`config.mk`:
```
export PLATFORM = sky130hd
export DESIGN_NAME = etc1_block_decoder
export DESIGN_NICKNAME = d
export VERILOG_FILES = /design/src/hw/rtl/etc1_pkg.sv /design/src/hw/rtl/etc1_front.sv /design/src/hw/rtl/etc1_queue.sv /design/src/hw/rtl/etc1_back.sv /design/src/hw/rtl/etc1_block_decoder.sv
export SDC_FILE = /design/constraint.sdc
export NUM_CORES = 1
export LEC_CHECK = 0
export ABC_CLOCK_PERIOD_IN_PS = 10250
export CORE_ASPECT_RATIO = 0.6
export CORE_UTILIZATION = 40
export DETAILED_ROUTE_END_ITERATION = 12
export DONT_BUFFER_PORTS = 1
export HOLD_SLACK_MARGIN = 0.1
export PLACE_DENSITY_LB_ADDON = 0.05
export SLEW_MARGIN = 0
export SYNTH_ARGS = -nofsm -noshare
export SYNTH_HDL_FRONTEND = slang
export SYNTH_SLANG_ARGS = --single-unit
```
`constraint.sdc`:
```
create_clock -name clk_i -period 10.25 [get_ports clk_i]
set_clock_uncertainty 0.1 [all_clocks]
set_input_delay 0.5125 -clock clk_i [delete_from_list [all_inputs] [get_ports clk_i]]
set_output_delay 0.5125 -clock clk_i [all_outputs]
set_load 0.02 [all_outputs]
```
`src/hw/rtl/etc1_pkg.sv`:
```
// etc1 block decoder package: decoded block record, modifier codebook,
// and the channel clamp used by the back module.
// no dependencies.
`default_nettype none

package etc1_pkg;

  localparam int unsigned QueueDepth = 2;

  // one block after header decode, ready for pixel emission
  typedef struct packed {
    logic [23:0] base1;  // widened first base color, r g b
    logic [23:0] base2;  // widened second base color, r g b
    logic [2:0]  cw1;    // table codeword of first subblock
    logic [2:0]  cw2;    // table codeword of second subblock
    logic        flip;
    logic [31:0] idx;    // pixel index word
  } etc1_block_t;

  localparam logic signed [8:0] ModTable [8][4] = '{
    '{ 9'sd2,  9'sd8,   -9'sd2,  -9'sd8   },
    '{ 9'sd5,  9'sd17,  -9'sd5,  -9'sd17  },
    '{ 9'sd9,  9'sd29,  -9'sd9,  -9'sd29  },
    '{ 9'sd13, 9'sd42,  -9'sd13, -9'sd42  },
    '{ 9'sd18, 9'sd60,  -9'sd18, -9'sd60  },
    '{ 9'sd24, 9'sd80,  -9'sd24, -9'sd80  },
    '{ 9'sd33, 9'sd106, -9'sd33, -9'sd106 },
    '{ 9'sd47, 9'sd183, -9'sd47, -9'sd183 }
  };

  function automatic logic signed [8:0] etc1_modifier(input logic [2:0] cw,
                                                     input logic [1:0] sel);
    return ModTable[cw][sel];
  endfunction

  // sum range is -183..438, so bit 9 is the sign and bit 8 flags overflow
  function automatic logic [7:0] etc1_clamp(input logic signed [9:0] v);
    logic [7:0] r;
    if (v[9]) begin
      r = 8'd0;
    end else if (v[8]) begin
      r = 8'd255;
    end else begin
      r = v[7:0];
    end
    return r;
  endfunction

endpackage

`default_nettype wire

```
`src/hw/rtl/etc1_front.sv`:
```
// etc1 front end: accepts block words, decodes header into base colors,
// codewords and flip, and registers the decoded block. uses etc1_pkg.
`default_nettype none

module etc1_front (
  input  wire logic               clk_i,
  input  wire logic               rst_ni,
  input  wire logic               in_valid_i,
  output logic                    in_ready_o,
  input  wire logic [63:0]        block_word_i,
  output logic                    dec_valid_o,
  input  wire logic               dec_ready_i,
  output etc1_pkg::etc1_block_t   dec_o
);
  import etc1_pkg::*;

  logic [31:0]  hi;
  logic         diff;
  logic [23:0]  c1;
  logic [23:0]  c2;
  etc1_block_t  dec_d;
  etc1_block_t  dec_q;
  logic         valid_d;
  logic         valid_q;

  assign hi   = block_word_i[63:32];
  assign diff = hi[1];

  for (genvar ch = 0; ch < 3; ch++) begin : g_ch
    logic [7:0] chan_byte;
    logic [4:0] sum;
    assign chan_byte = hi[31-8*ch -: 8];
    // signed delta added modulo 32
    assign sum = chan_byte[7:3] + {{2{chan_byte[2]}}, chan_byte[2:0]};
    assign c1[23-8*ch -: 8] = diff ? {chan_byte[7:3], chan_byte[7:5]}
                                   : {chan_byte[7:4], chan_byte[7:4]};
    assign c2[23-8*ch -: 8] = diff ? {sum, sum[4:2]}
                                   : {chan_byte[3:0], chan_byte[3:0]};
  end

  always_comb begin
    dec_d.base1 = c1;
    dec_d.base2 = c2;
    dec_d.cw1   = hi[7:5];
    dec_d.cw2   = hi[4:2];
    dec_d.flip  = hi[0];
    dec_d.idx   = block_word_i[31:0];
  end

  assign in_ready_o = !valid_q || dec_ready_i;

  always_comb begin
    valid_d = valid_q;
    if (in_valid_i && in_ready_o) begin
      valid_d = 1'b1;
    end else if (dec_ready_i) begin
      valid_d = 1'b0;
    end
  end

  always_ff @(posedge clk_i or negedge rst_ni) begin
    if (!rst_ni) begin
      valid_q <= 1'b0;
    end else begin
      valid_q <= valid_d;
    end
  end

  always_ff @(posedge clk_i) begin
    if (in_valid_i && in_ready_o) begin
      dec_q <= dec_d;
    end
  end

  assign dec_valid_o = valid_q;
  assign dec_o       = dec_q;

endmodule

`default_nettype wire

```
`src/hw/rtl/etc1_queue.sv`:
```
// etc1 block queue: small fifo of decoded blocks between front and back.
// uses etc1_pkg.
`default_nettype none

module etc1_queue (
  input  wire logic                  clk_i,
  input  wire logic                  rst_ni,
  input  wire logic                  wr_valid_i,
  output logic                       wr_ready_o,
  input  wire etc1_pkg::etc1_block_t wr_data_i,
  output logic                       rd_valid_o,
  input  wire logic                  rd_ready_i,
  output etc1_pkg::etc1_block_t      rd_data_o
);
  import etc1_pkg::*;

  localparam int unsigned PtrW = (QueueDepth > 1) ? $clog2(QueueDepth) : 1;
  localparam int unsigned CntW = $clog2(QueueDepth + 1);

  etc1_block_t          entries_q [QueueDepth];
  logic [PtrW-1:0]      wr_ptr_q, wr_ptr_d;
  logic [PtrW-1:0]      rd_ptr_q, rd_ptr_d;
  logic [CntW-1:0]      count_q, count_d;
  logic                 push;
  logic                 pop;

  assign wr_ready_o = (count_q != CntW'(QueueDepth));
  assign rd_valid_o = (count_q != '0);
  assign push       = wr_valid_i && wr_ready_o;
  assign pop        = rd_valid_o && rd_ready_i;
  assign rd_data_o  = entries_q[rd_ptr_q];

  always_comb begin
    wr_ptr_d = wr_ptr_q;
    rd_ptr_d = rd_ptr_q;
    count_d  = count_q;
    if (push) begin
      wr_ptr_d = (wr_ptr_q == PtrW'(QueueDepth - 1)) ? '0 : wr_ptr_q + 1'b1;
    end
    if (pop) begin
      rd_ptr_d = (rd_ptr_q == PtrW'(QueueDepth - 1)) ? '0 : rd_ptr_q + 1'b1;
    end
    if (push && !pop) begin
      count_d = count_q + 1'b1;
    end else if (pop && !push) begin
      count_d = count_q - 1'b1;
    end
  end

  always_ff @(posedge clk_i or negedge rst_ni) begin
    if (!rst_ni) begin
      wr_ptr_q <= '0;
      rd_ptr_q <= '0;
      count_q  <= '0;
    end else begin
      wr_ptr_q <= wr_ptr_d;
      rd_ptr_q <= rd_ptr_d;
      count_q  <= count_d;
    end
  end

  always_ff @(posedge clk_i) begin
    if (push) begin
      entries_q[wr_ptr_q] <= wr_data_i;
    end
  end

endmodule

`default_nettype wire

```
`src/hw/rtl/etc1_back.sv`:
```
// etc1 back end: walks the 16 pixels of one decoded block, one per cycle
// unless the output stalls, into a registered output word. uses etc1_pkg.
`default_nettype none

module etc1_back (
  input  wire logic                  clk_i,
  input  wire logic                  rst_ni,
  input  wire logic                  blk_valid_i,
  output logic                       blk_ready_o,
  input  wire etc1_pkg::etc1_block_t blk_i,
  output logic                       out_valid_o,
  input  wire logic                  out_ready_i,
  output logic [7:0]                 red_o,
  output logic [7:0]                 green_o,
  output logic [7:0]                 blue_o,
  output logic [1:0]                 pixel_row_o,
  output logic [1:0]                 pixel_col_o,
  output logic                       last_pixel_o
);
  import etc1_pkg::*;

  etc1_block_t        cur_q;
  logic               busy_q, busy_d;
  logic [3:0]         cnt_q, cnt_d;
  logic               ovalid_q, ovalid_d;
  logic               fire;
  logic               last;
  logic               load;
  logic [1:0]         x;
  logic [1:0]         y;
  logic [3:0]         p;
  logic [1:0]         sel;
  logic               first;
  logic [23:0]        color;
  logic [2:0]         cw;
  logic signed [8:0]  modv;
  logic [7:0]         pix_r, pix_g, pix_b;

  assign fire        = busy_q && (!ovalid_q || out_ready_i);
  assign last        = (cnt_q == 4'd15);
  assign blk_ready_o = !busy_q || (fire && last);
  assign load        = blk_valid_i && blk_ready_o;

  // row-major walk; index bit position is 4*x + y
  assign y     = cnt_q[3:2];
  assign x     = cnt_q[1:0];
  assign p     = {x, y};
  assign sel   = {cur_q.idx[{1'b1, p}], cur_q.idx[{1'b0, p}]};
  assign first = cur_q.flip ? !y[1] : !x[1];
  assign color = first ? cur_q.base1 : cur_q.base2;
  assign cw    = first ? cur_q.cw1 : cur_q.cw2;
  assign modv  = etc1_modifier(cw, sel);

  assign pix_r = etc1_clamp($signed({2'b00, color[23:16]}) + 10'(modv));
  assign pix_g = etc1_clamp($signed({2'b00, color[15:8]})  + 10'(modv));
  assign pix_b = etc1_clamp($signed({2'b00, color[7:0]})   + 10'(modv));

  always_comb begin
    busy_d   = busy_q;
    cnt_d    = cnt_q;
    ovalid_d = ovalid_q;
    if (fire) begin
      cnt_d    = cnt_q + 4'd1;
      ovalid_d = 1'b1;
      if (last) begin
        busy_d = 1'b0;
      end
    end else if (out_ready_i) begin
      ovalid_d = 1'b0;
    end
    if (load) begin
      busy_d = 1'b1;
      cnt_d  = 4'd0;
    end
  end

  always_ff @(posedge clk_i or negedge rst_ni) begin
    if (!rst_ni) begin
      busy_q   <= 1'b0;
      cnt_q    <= 4'd0;
      ovalid_q <= 1'b0;
    end else begin
      busy_q   <= busy_d;
      cnt_q    <= cnt_d;
      ovalid_q <= ovalid_d;
    end
  end

  always_ff @(posedge clk_i) begin
    if (load) begin
      cur_q <= blk_i;
    end
    if (fire) begin
      red_o        <= pix_r;
      green_o      <= pix_g;
      blue_o       <= pix_b;
      pixel_row_o  <= y;
      pixel_col_o  <= x;
      last_pixel_o <= last;
    end
  end

  assign out_valid_o = ovalid_q;

endmodule

`default_nettype wire

```
`src/hw/rtl/etc1_block_decoder.sv`:
```
// etc1 block decoder top level: front decode, block queue, pixel emitter.
// uses etc1_pkg, etc1_front, etc1_queue, etc1_back.
`default_nettype none

// Decodes one 64-bit ETC1 block (header word in bits 63:32, index word in
// 31:0) into sixteen RGB888 pixels, row 0 columns 0..3 first, each tagged
// with its row and column and with last_pixel_o on the sixteenth. The pixel
// emitter produces one pixel per cycle while the output is not stalled, and
// that emitter is the rate-setting unit. A block passes the header decode
// register, a queue entry, the emitter's block register and the output
// register on its way to the first output. The header decoder and a two
// block queue sit in front of the emitter, so new blocks are still accepted
// while pixels are stalled at the output, until the queue and front fill.

module etc1_block_decoder (
  input  wire logic         clk_i,
  input  wire logic         rst_ni,
  input  wire logic         in_valid_i,
  output logic              in_ready_o,
  input  wire logic [63:0]  block_word_i,
  output logic              out_valid_o,
  input  wire logic         out_ready_i,
  output logic [7:0]        red_o,
  output logic [7:0]        green_o,
  output logic [7:0]        blue_o,
  output logic [1:0]        pixel_row_o,
  output logic [1:0]        pixel_col_o,
  output logic              last_pixel_o
);
  import etc1_pkg::*;

  etc1_block_t  dec;
  logic         dec_valid;
  logic         dec_ready;
  etc1_block_t  blk;
  logic         blk_valid;
  logic         blk_ready;

  etc1_front u_front (
    .clk_i        (clk_i),
    .rst_ni       (rst_ni),
    .in_valid_i   (in_valid_i),
    .in_ready_o   (in_ready_o),
    .block_word_i (block_word_i),
    .dec_valid_o  (dec_valid),
    .dec_ready_i  (dec_ready),
    .dec_o        (dec)
  );

  etc1_queue u_queue (
    .clk_i      (clk_i),
    .rst_ni     (rst_ni),
    .wr_valid_i (dec_valid),
    .wr_ready_o (dec_ready),
    .wr_data_i  (dec),
    .rd_valid_o (blk_valid),
    .rd_ready_i (blk_ready),
    .rd_data_o  (blk)
  );

  etc1_back u_back (
    .clk_i        (clk_i),
    .rst_ni       (rst_ni),
    .blk_valid_i  (blk_valid),
    .blk_ready_o  (blk_ready),
    .blk_i        (blk),
    .out_valid_o  (out_valid_o),
    .out_ready_i  (out_ready_i),
    .red_o        (red_o),
    .green_o      (green_o),
    .blue_o       (blue_o),
    .pixel_row_o  (pixel_row_o),
    .pixel_col_o  (pixel_col_o),
    .last_pixel_o (last_pixel_o)
  );

endmodule

`default_nettype wire

```
After elaboration in Yosys (flattened, before gate mapping)
Memories as Yosys holds them, arrays and structs flattened. A register that Yosys moved wholly into a read port is not among the register bits.
Cells that the tools add are included.
- add/sub/neg operators: 11
- $lt $le $gt $ge: 4
- eq/ne operators: 2
- mux-type cells: 36
- bitwise logic cells: 2
- reduce and logical (&&, ||, !) cells: 24
- operators by type and width (kind ; number):
    $mux W36 ; 2
    $mux W8 ; 6
    $add A9 B9 Y10 ; 3
    $mux W24 ; 1
    $mux W4 ; 5
    $bmux W9 S2 ; 1
    $mux W9 ; 2
    $add A5 B5 Y5 ; 3
    $mux W1 ; 14
    $reduce_bool A2 Y1 ; 6
    $bmux W1 S4 ; 2
    $logic_and A1 B1 Y1 ; 7
    $logic_not A1 Y1 ; 7
    $lt A4 B6 Y1 const B ; 1
    $lt A5 B6 Y1 const B ; 1
    $add A4 B1 Y4 const B ; 1
    $eq A4 B4 Y1 const B ; 1
    $ge A4 B4 Y1 const B ; 1
    $mux W2 ; 2
    $not A3 Y4 ; 1
    $ge A3 B3 Y1 const B ; 1
    $logic_or A1 B1 Y1 ; 3
    $mux W3 ; 1
    $not A2 Y3 ; 1
    5 further kinds ; 6
- flip-flop bits (word level): 127
- bits in writable memories: 174
- ROM bits: 288
- logic and storage cells: 100
- memories kept: 2
- memory list (name ; depth ; bits a word ; rd ports ; clocked after memory_dff ; wr ports ; RTL line ; RTL):
    (name not given) ; 8 ; 36 ; 1 ; 0 ; 0 ; etc1_pkg.sv:33 ; return ModTable[cw][sel];
    u_queue.entries_q ; 2 ; 87 ; 1 ; 1 ; 1 ; etc1_queue.sv:20 ; etc1_block_t entries_q [QueueDepth];

Longest topological paths before layout
Gate-level depths: netlist of run 1.
- depth after elaboration: 12
- mapped depth: 19
- mapped depth without buffers: 18

Hierarchy
From an unflattened synthesis of run 1, not the netlist that was laid out.
- cell total of the unflattened synthesis: 914
- area, all modules: 16079.2 um^2
- modules (own cells, without submodules) (module ; instances ; cells an instance ; area an instance (um^2)):
    etc1_queue ; 1 ; 289 ; 6548.8
    etc1_back ; 1 ; 404 ; 5909.4
    etc1_front ; 1 ; 221 ; 3621.0

Least setup slack after synthesis of run 1
OpenSTA, ideal clock, no wires.
- kind: flip-flop to flip-flop
- from: reg u_back.cnt_q[2]
- to: reg u_queue.count_q[1]
- library setup time: 79 ps
- arrival: 6375 ps
- data required time: 10071 ps
- path slack: 3696 ps
- cell stages (with the launch flop): 10
- clock period less this slack: 6554 ps
- cells stage by stage: dfrtp_1 -> clkbuf_1 -> and3_1 -> nand2_1 -> a21oi_1 -> inv_1 -> ha_1 -> xor2_1 -> nor2_1 -> xor2_1
- cells in the longest elaborated chain, start to end: 7
- RTL lines (item ; RTL line ; RTL):
    from (decl) ; etc1_back.sv:24 ; logic [3:0] cnt_q, cnt_d;
    from (signal assigned) ; etc1_back.sv:84 ; cnt_q <= cnt_d;
    $eq A4 B4 Y1 * ; etc1_back.sv:40 ; assign last = (cnt_q == 4'd15);
    net u_back.last ; etc1_back.sv:27 ; logic last;
    $logic_and A1 B1 Y1 * ; etc1_back.sv:41 ; assign blk_ready_o = !busy_q || (fire && last);
    $logic_or A1 B1 Y1 * ; etc1_back.sv:41 ;
    $logic_and A1 B1 Y1 * ; etc1_queue.sv:30 ; assign pop = rd_valid_o && rd_ready_i;
    $logic_not A1 Y1 ; etc1_queue.sv:43 ; if (push && !pop) begin
    $logic_and A1 B1 Y1 ; etc1_queue.sv:43 ;
    $mux W2 / $reduce_bool A2 Y1 (equally long branches) ; - ;
    to (signal assigned) ; etc1_queue.sv:58 ; count_q <= count_d;
    to (decl) ; etc1_queue.sv:23 ; logic [CntW-1:0] count_q, count_d;
The timed path passes the listed nets; every way through them passes the cells marked *.
A chain may end at the register's enable or synchronous reset.

Worst setup path after layout of run 1
- from: reg u_back.cnt_q[3]
- to: reg u_back.blue_o[1] (data pin)
- cells in the longest elaborated chain, start to end: 12
- RTL lines (item ; RTL line ; RTL):
    $logic_not A1 Y1 ; etc1_back.sv:49 ; assign first = cur_q.flip ? !y[1] : !x[1];
    $mux W1 ; etc1_back.sv:49 ;
    $mux W3 ; etc1_back.sv:51 ; assign cw = first ? cur_q.cw1 : cur_q.cw2;
    $not A3 Y4 (not written as such) ; etc1_pkg.sv:33 ;
    $mem_v2 Z8 W36 ; - ;
    $mux W36 (not written as such) (2 in a row) ; etc1_pkg.sv:33 ;
    $bmux W9 S2 ; etc1_pkg.sv:33 ;
    $mux W9 (not written as such) (2 in a row) ; etc1_pkg.sv:33 ;
    $add A9 B9 Y10 * ; etc1_back.sv:56 ; assign pix_b = etc1_clamp($signed({2'b00, color[7:0]}) + 10'(modv));
    $mux W8 ; etc1_pkg.sv:41 ; end else if (v[8]) begin
    to (signal assigned) ; etc1_back.sv:96 ; blue_o <= pix_b;
    to (decl) ; etc1_back.sv:15 ; output logic [7:0] blue_o,
Every way passes the cells marked *; elsewhere a longest branch is shown, timed or not. The select of a mux whose other input is x is not followed.

==> results of run 1 <==
-- cell type report --
class                           instances  area [µm²]  share of cell area
Sequential cell                       388       11600               0.621
Multi-Input combinational cell        506        4360               0.233
Timing Repair Buffer                   76         746              0.0399
Tap cell                              522         653              0.0350
Inverter                               33         124             0.00663
Clock inverter                         23         205              0.0110
Clock buffer                           46        1000              0.0536
-- through the flow --
step | cells | util | area (µm²) | setup WS (ps)
final | 1594 | 0.474 | 18700 | 4740
after global routing | 1594 | 0.474 | 18700 | 4380
after CTS | 1594 | 0.474 | 18700 | 4750
after detailed placement | 1459 | 0.426 | 16800 | 4750
after global placement | 1459 | 0.426 | 16800 | 4780
after floorplan | 963 | - | 16200 | 3700
-- cells by family (layout without fill, tap and decap cells) --
family / count (synthesis) / count (layout) / share of synthesized area
simple gates: 144 / 144 / 0.0441
flops: 388 / 388 / 0.716
fa+ha+maj: 52 / 52 / 0.0430
xor+xnor: 42 / 42 / 0.0232
buf+inv: 69 / 178 / 0.0171
compound gates: 119 / 119 / 0.0469
mux: 149 / 149 / 0.110
-- flip-flops by register name, summed over array words and instances (netlist names), 2 cells and up --
signal,flops
u_back.blue_o,8
u_back.cnt_q,4
u_back.cur_q,87
u_back.green_o,8
u_back.pixel_col_o,2
u_back.pixel_row_o,2
u_back.red_o,8
u_front.dec_o,87
u_queue.count_q,2
u_queue.entries_q,174
-- path summary, 6_finish.rpt --
| path | to | slack, ps |
|---|---|---|
| min in group asynchronous | u_back.busy_q | 330 |
| max in group asynchronous | u_queue.rd_ptr_q | 9290 |
| min reg2reg | u_queue.entries_q[1][48] | 340 |
| max | u_back.blue_o[1] | 4740 |
| min | u_front.dec_o[71] | 130 |
| max reg2reg | u_back.blue_o[1] | 4740 |
-- repair_timing --
| item | in CTS | in global routing |
|---|---|---|
| setup endpoints to repair | 0 | 0 |
| endpoints found under the hold margin | 92 | 0 |
| hold buffers | 66 | 0 |
| resized for setup | 0 | 0 |
-- worst max-delay path: cells and delay by family (launching register included) --
family / cells / cell delay, ps
and+or+nand+nor: 1 / 230
buffers and inverters: 3 / 850
muxes: 3 / 1110
DFF: 1 / 550
AOI/OAI and AO/OA: 7 / 1700
adders and majority gates: 2 / 690
-- cell usage after synthesis, drive strengths merged (4+ instances only) --
cell	instances
edfxtp	377
mux2	125
a21oi	46
ha	46
nand2	43
nor2	34
inv	32
clkbuf	26
a21o	23
xnor2	23
o21ai	20
xor2	19
mux2i	14
nand3	12
dfrtp	11
buf	10
mux4	10
nor3	9
nand4	8
a211oi	7
and3	7
nor2b	7
fa	6
nand2b	5
and2	4
nand3b	4
o21a	4
o31ai	4
or3	4
-- layer usage --
metal,global-route usage,vias to the layer above,share of wire
met5,0,-,0
met4,0.0379,0,0.016
met3,0.0327,44,0.048
met2,0.196,163,0.36
met1,0.275,3938,0.58
li1,-,3863,-
==> out/summary.txt, run 1 <==
Worst slew margin: 0.351
Routed wire per std cell: 20.2 µm
Hold_sp: block_word_i[53]
# Max-Cap Violations: 0
Post-synthesis cell area: 16200 µm²
DRC: 0
Hold Path Depth: 2
CP max stage cell: mux2i_1
Core area: 39400 µm²
CTS buffer count: 38
Rows: 56
FMAX: 182 MHz
Antenna violations before repair: 0
CP max stage delay: 770 ps
Clock Tree Buf Depth: 3
Critical Path RT: 10420 ps
Hold WC Path Type: in2reg
Cells along the critical path: mux2i_4 -> buf_4 -> mux2i_1 -> inv_1 -> ha_1 -> mux2i_1 -> o2111a_1 -> or2_1 -> inv_1 -> ha_1 -> a21o_1 -> a21o_1 -> a21o_1 -> a21oi_1 -> o21a_1 -> a21oi_1
Gate Count Post-Synth: 963
Crit Path Category: reg2reg
Most common cell after layout, fill and taps aside: edfxtp_1
Most frequent cells in the layout: edfxtp_1 (377), mux2_2 (125), dlygate4sd3_1 (65), ha_1 (46), a21oi_1 (45)
Final period util: 0.537
Die X: 262 µm
Synth top area share: 0.699
Setup crit end kind: flip-flop
Startpoint types: flip-flop
Crit-path max FO: 28
Synthesis-to-finish area growth: 15.4%
Total grt overflow: 0
#FFs+latches synth: 388
Mapped Avg Cell Area: 16.8 µm²
Area contributors post-synth: edfxtp_1 (70%), mux2_2 (8.7%), ha_1 (3.6%), dfrtp_1 (1.7%), a21oi_1 (1.4%)
IO buf count: 0
Clk sinks: 388
WL final: 32.2 mm
Io pins: 99
Critical Path AT: 5680 ps
Clk_lat worst skew: 540 ps
Post-DP HPWL: 20.4 mm
Final setup fails: 0
Post-synthesis sequential area ratio: 0.716
Ys async rst share: 0.0284
Fillers: 3367
Vias in the first global route: 7976
H-tree depth: 2
Detail Route Antenna Nets: 0
RSZ-0062 raised after global routing: false
First-pass GRT wire length: 49.2 mm
Synth cell types: 52
Gr usage total: 0.160
Mapped Nets: 1083
Root buf cell: clkbuf_16
Largest net degree at the start of global routing: 62
Minimum clock period: 5510 ps
CTS tree: done
Die Span Y: 158 µm
Final hold slack: 127 ps
NumNets Final: 1163
Top cell by count, worst path: a21o_1
Ant diodes: 0
Worst Setup SP: u_back.cnt_q[3]
Post-CTS Setup Inserts: 0
Final Max Tran Viols: 0
CTS clk-pin slew, worst paths: 60 ps
Layout cell share with drive strength beyond 1: 0.199
Ys flop type: edfxtp_1
Yosys warning count: 0
Initial Utilization: 0.411
Post-synth EDFFs: 377
Worst r2r src: u_back.cnt_q[3]
Final hold vios: 0
Starting DRC count in detailed routing: 696
Largest area contributor in the netlist: edfxtp_1
Worst-Margin Slew: 974 ps
Setup Total Neg Slack: 0 ps
R2R cell count: 16
Outcome: completed
GPL Wtd Cong: 0.851
Routed vias: 8008
Die area: 41300 µm²
First-pass DRT Iterations: 4
Vias/cell: 5.02
Power of run 1 is left out: the tool's default activity adds up to more than one toggle a clock period on the data nets, which glitch-free logic cannot reach.
==> inputs of run 2 (changes only) <==
--- a/config.mk
+++ b/config.mk
@@ -5,7 +5,8 @@
 export SDC_FILE = /design/constraint.sdc
 export NUM_CORES = 1
 export LEC_CHECK = 0
-export ABC_CLOCK_PERIOD_IN_PS = 10250
+export ABC_AREA = 1
+export ABC_CLOCK_PERIOD_IN_PS = 5600
 export CORE_ASPECT_RATIO = 0.6
 export CORE_UTILIZATION = 40
 export DETAILED_ROUTE_END_ITERATION = 12
==> constraint.sdc (replaced) <==
create_clock -name clk_i -period 5.6 [get_ports clk_i]
set_clock_uncertainty 0.1 [all_clocks]
set_input_delay 0.28 -clock clk_i [delete_from_list [all_inputs] [get_ports clk_i]]
set_output_delay 0.28 -clock clk_i [all_outputs]
set_load 0.02 [all_outputs]
==> run 2 against run 1 <==
First-iteration DRC count rose by 13%. Wire length rose by 15%. Core utilization shrank 0.52 points. Global-route usage up 1.8 points. Clock-buffer cell count increased by 2. Critical path depth increased by 5. Critical endpoint is now u_back.blue_o[2].
==> out/summary.txt, run 2 <==
Detail Route Antenna Nets: 0 (unchanged)
Die X: 264 µm (+0.78%)
Gate Count Post-Synth: 1392 (+45%)
Hold_sp: block_word_i[42]
Fillers: 3685 (+9.4%)
Setup crit end kind: flip-flop
Initial Utilization: 0.406 (-0.00442)
Starting DRC count in detailed routing: 786 (+13%)
CTS tree: done
Worst-Margin Slew: 983 ps (+8.70 ps)
FMAX: 209 MHz (+15%)
Setup Total Neg Slack: 0 ps (unchanged)
Antenna violations before repair: 1 (+1)
CP max stage delay: 760 ps (about the same)
Outcome: completed
Most common library cells after synthesis: nand2_1 (515), edfxtp_1 (377), inv_1 (123)
Hold Path Depth: 3 (+1)
Top delay family on crit path: compound AO/OA/AOI/OAI gates
Mapped Avg Cell Area: 11.8 µm² (-30%)
Most frequent cells in the layout: nand2_1 (515), edfxtp_1 (377), inv_1 (122), dlygate4sd3_1 (69)
WL final: 36.9 mm (+15%)
R2R Path End: u_back.blue_o[2]
# Max-Cap Violations: 0 (unchanged)
GPL Wtd Cong: 0.858 (+0.74%)
Io pins: 99 (unchanged)
Most common cell after layout, fill and taps aside: nand2_1
Startpoint types: flip-flop
CTS buffer count: 39 (+2.6%)
CTS clk-pin slew, worst paths: 60 ps (about the same)
DRC: 0 (unchanged)
Largest Register: u_queue.entries_q
Post-CTS Setup Inserts: 0 (unchanged)
H-tree depth: 2 (unchanged)
Yosys warning count: 0 (unchanged)
Post-synthesis cell area: 16500 µm² (+1.6%)
Post-synth EDFFs: 377 (unchanged)
Area contributors post-synth: edfxtp_1 (69%), nand2_1 (12%), ha_1 (3.5%), inv_1 (2.8%), dfrtp_1 (1.7%)
Clk sinks: 388 (unchanged)
First-pass DRT Iterations: 6 (+2)
Worst r2r src: u_back.cnt_q[1]
Root buf cell: clkbuf_16
Final setup fails: 0 (unchanged)
Synth top area share: 0.688 (-0.0109)
Cells along the critical path: inv_2 -> o21ai_4 -> nand2_1 -> o21ai_0 -> inv_1 -> ha_1 -> o21ai_0 -> nand2_1 -> a32oi_1 -> ha_1 -> inv_1 -> nor2_1 -> nand3_2 -> nand2_2 -> nand2_2 -> nand2_1 -> nand2_2 -> nand2_4 -> nand2_1 -> nand2_1 -> inv_1
Top layer reached by signal wires: met4
Hold endpoint: u_front.dec_o[39]
Final hold slack: 134 ps (+7.05 ps)
Routed vias: 9632 (+20%)
Gr usage total: 0.178 (+0.0184)
Core area: 40500 µm² (+2.7%)
Synth cell types: 36 (-31%)
Post-synthesis sequential area ratio: 0.705 (-0.0112)
Routed wire per std cell: 18.1 µm (-10%)
Ys async rst share: 0.0284 (unchanged)
CP max stage cell: o21ai_4
IO buf count: 0 (unchanged)
WP depth: 21 (+5)
Vias in the first global route: 9097 (+14%)
R2R cell count: 21 (+5)
RSZ-0062 raised after global routing: false
Critical Path RT: 5800 ps (-4620 ps)
Worst slew margin: 0.345 (-0.00580)
Rows: 57 (+1.8%)
Worst Path Buf+Inv: 4 (+1)
Top cell by count, worst path: nand2_1
Vias/cell: 4.73 (-5.8%)
Clock Tree Buf Depth: 3 (unchanged)
Post-DP HPWL: 24.0 mm (+18%)
Die Span Y: 159 µm (+0.78%)
First-pass GRT wire length: 56.6 mm (+15%)
NumNets Final: 1597 (+37%)
Final period util: 0.856 (+0.318)
Die area: 42000 µm² (+1.6%)
Final hold vios: 0 (unchanged)
Max reg flops: 174 (unchanged)
Final Max Tran Viols: 0 (unchanged)
Minimum clock period: 4790 ps (-716 ps)
DRT met1 WL: 21.4 mm (+15%)
Crit Path Category: reg2reg
Critical Path AT: 4990 ps (-690 ps)
Largest area contributor in the netlist: edfxtp_1
Met2 WL: 13.2 mm (+15%)
Total grt overflow: 0 (unchanged)
#FFs+latches synth: 388 (unchanged)
# resized after CTS: 0 (unchanged)
Ant diodes: 0 (unchanged)
Hold WC Path Type: in2reg
Layout cell share with drive strength beyond 1: 0.0824 (-0.116)
Clk_lat worst skew: 550 ps (about the same)
Ys flop type: edfxtp_1
Largest net degree at the start of global routing: 95 (+53%)
Crit-path max FO: 35 (+25%)
Met3 WL: 1.65 mm (+7.8%)
R2r setup slk: 810 ps (-3930 ps)
Synthesis-to-finish area growth: 15.4% (about the same)
Cts hold-fix bufs: 70 (+6.1%)
Most common cell in the netlist: nand2_1
Mapped Nets: 1512 (+40%)
==> run 2: cell families after synthesis <==
group	count (synthesis)	synth area share
buffers and inverters	167	0.0401
flip-flops	388	0.705
adder cells (fa/ha/maj)	52	0.0423
AO/OA/AOI/OAI	107	0.0376
XOR/XNOR	20	0.0106
AND/OR/NAND/NOR	658	0.165
==> run 2: worst max path at each step <==
stage,startpoint,to,slack [ps]
global placement,u_back.cnt_q[1],u_back.red_o[3],800
finish,u_back.cnt_q[1],u_back.blue_o[2],810
floorplan,u_queue.count_q[1],u_queue.entries_q[1][0],710
global route,u_back.cnt_q[1],u_back.blue_o[2],390
detailed placement,u_back.cnt_q[1],u_back.blue_o[2],790
CTS,u_back.cnt_q[1],u_back.blue_o[2],780
==> run 2: per-stage QoR <==
step	util	setup WS (ps)	instance area (µm²)	cells
after global routing	0.468	391	19000	2036
after detailed placement	0.421	794	17100	1897
final	0.468	809	19000	2036
after CTS	0.468	781	19000	2036
after floorplan	-	706	16500	1392
after global placement	0.421	799	17100	1897
==> run 2: tightest hold or removal path, cell delays in order <==
cell and delay [ps]:
ha_1 180, o21ai_0 130, nand2_1 70
==> run 2: area by class of cell <==
class	count	area, µm²	share of cell area
timing repair buffer	81	806	0.0425
tap	531	664	0.0350
clock buffer	48	1010	0.0532
clock inverter	21	190	0.0100
multi-input combinational	837	4220	0.222
sequential	388	11600	0.611
inverter	130	489	0.0258
==> run 2: layer usage <==
| layer | up-vias | global-route usage |
|---|---|---|
| li1 | 4857 | - |
| met1 | 4536 | 0.315 |
| met2 | 191 | 0.218 |
| met3 | 48 | 0.0319 |
| met4 | 0 | 0.0359 |
| met5 | - | 0 |
Power of run 2 is left out for the same reason.
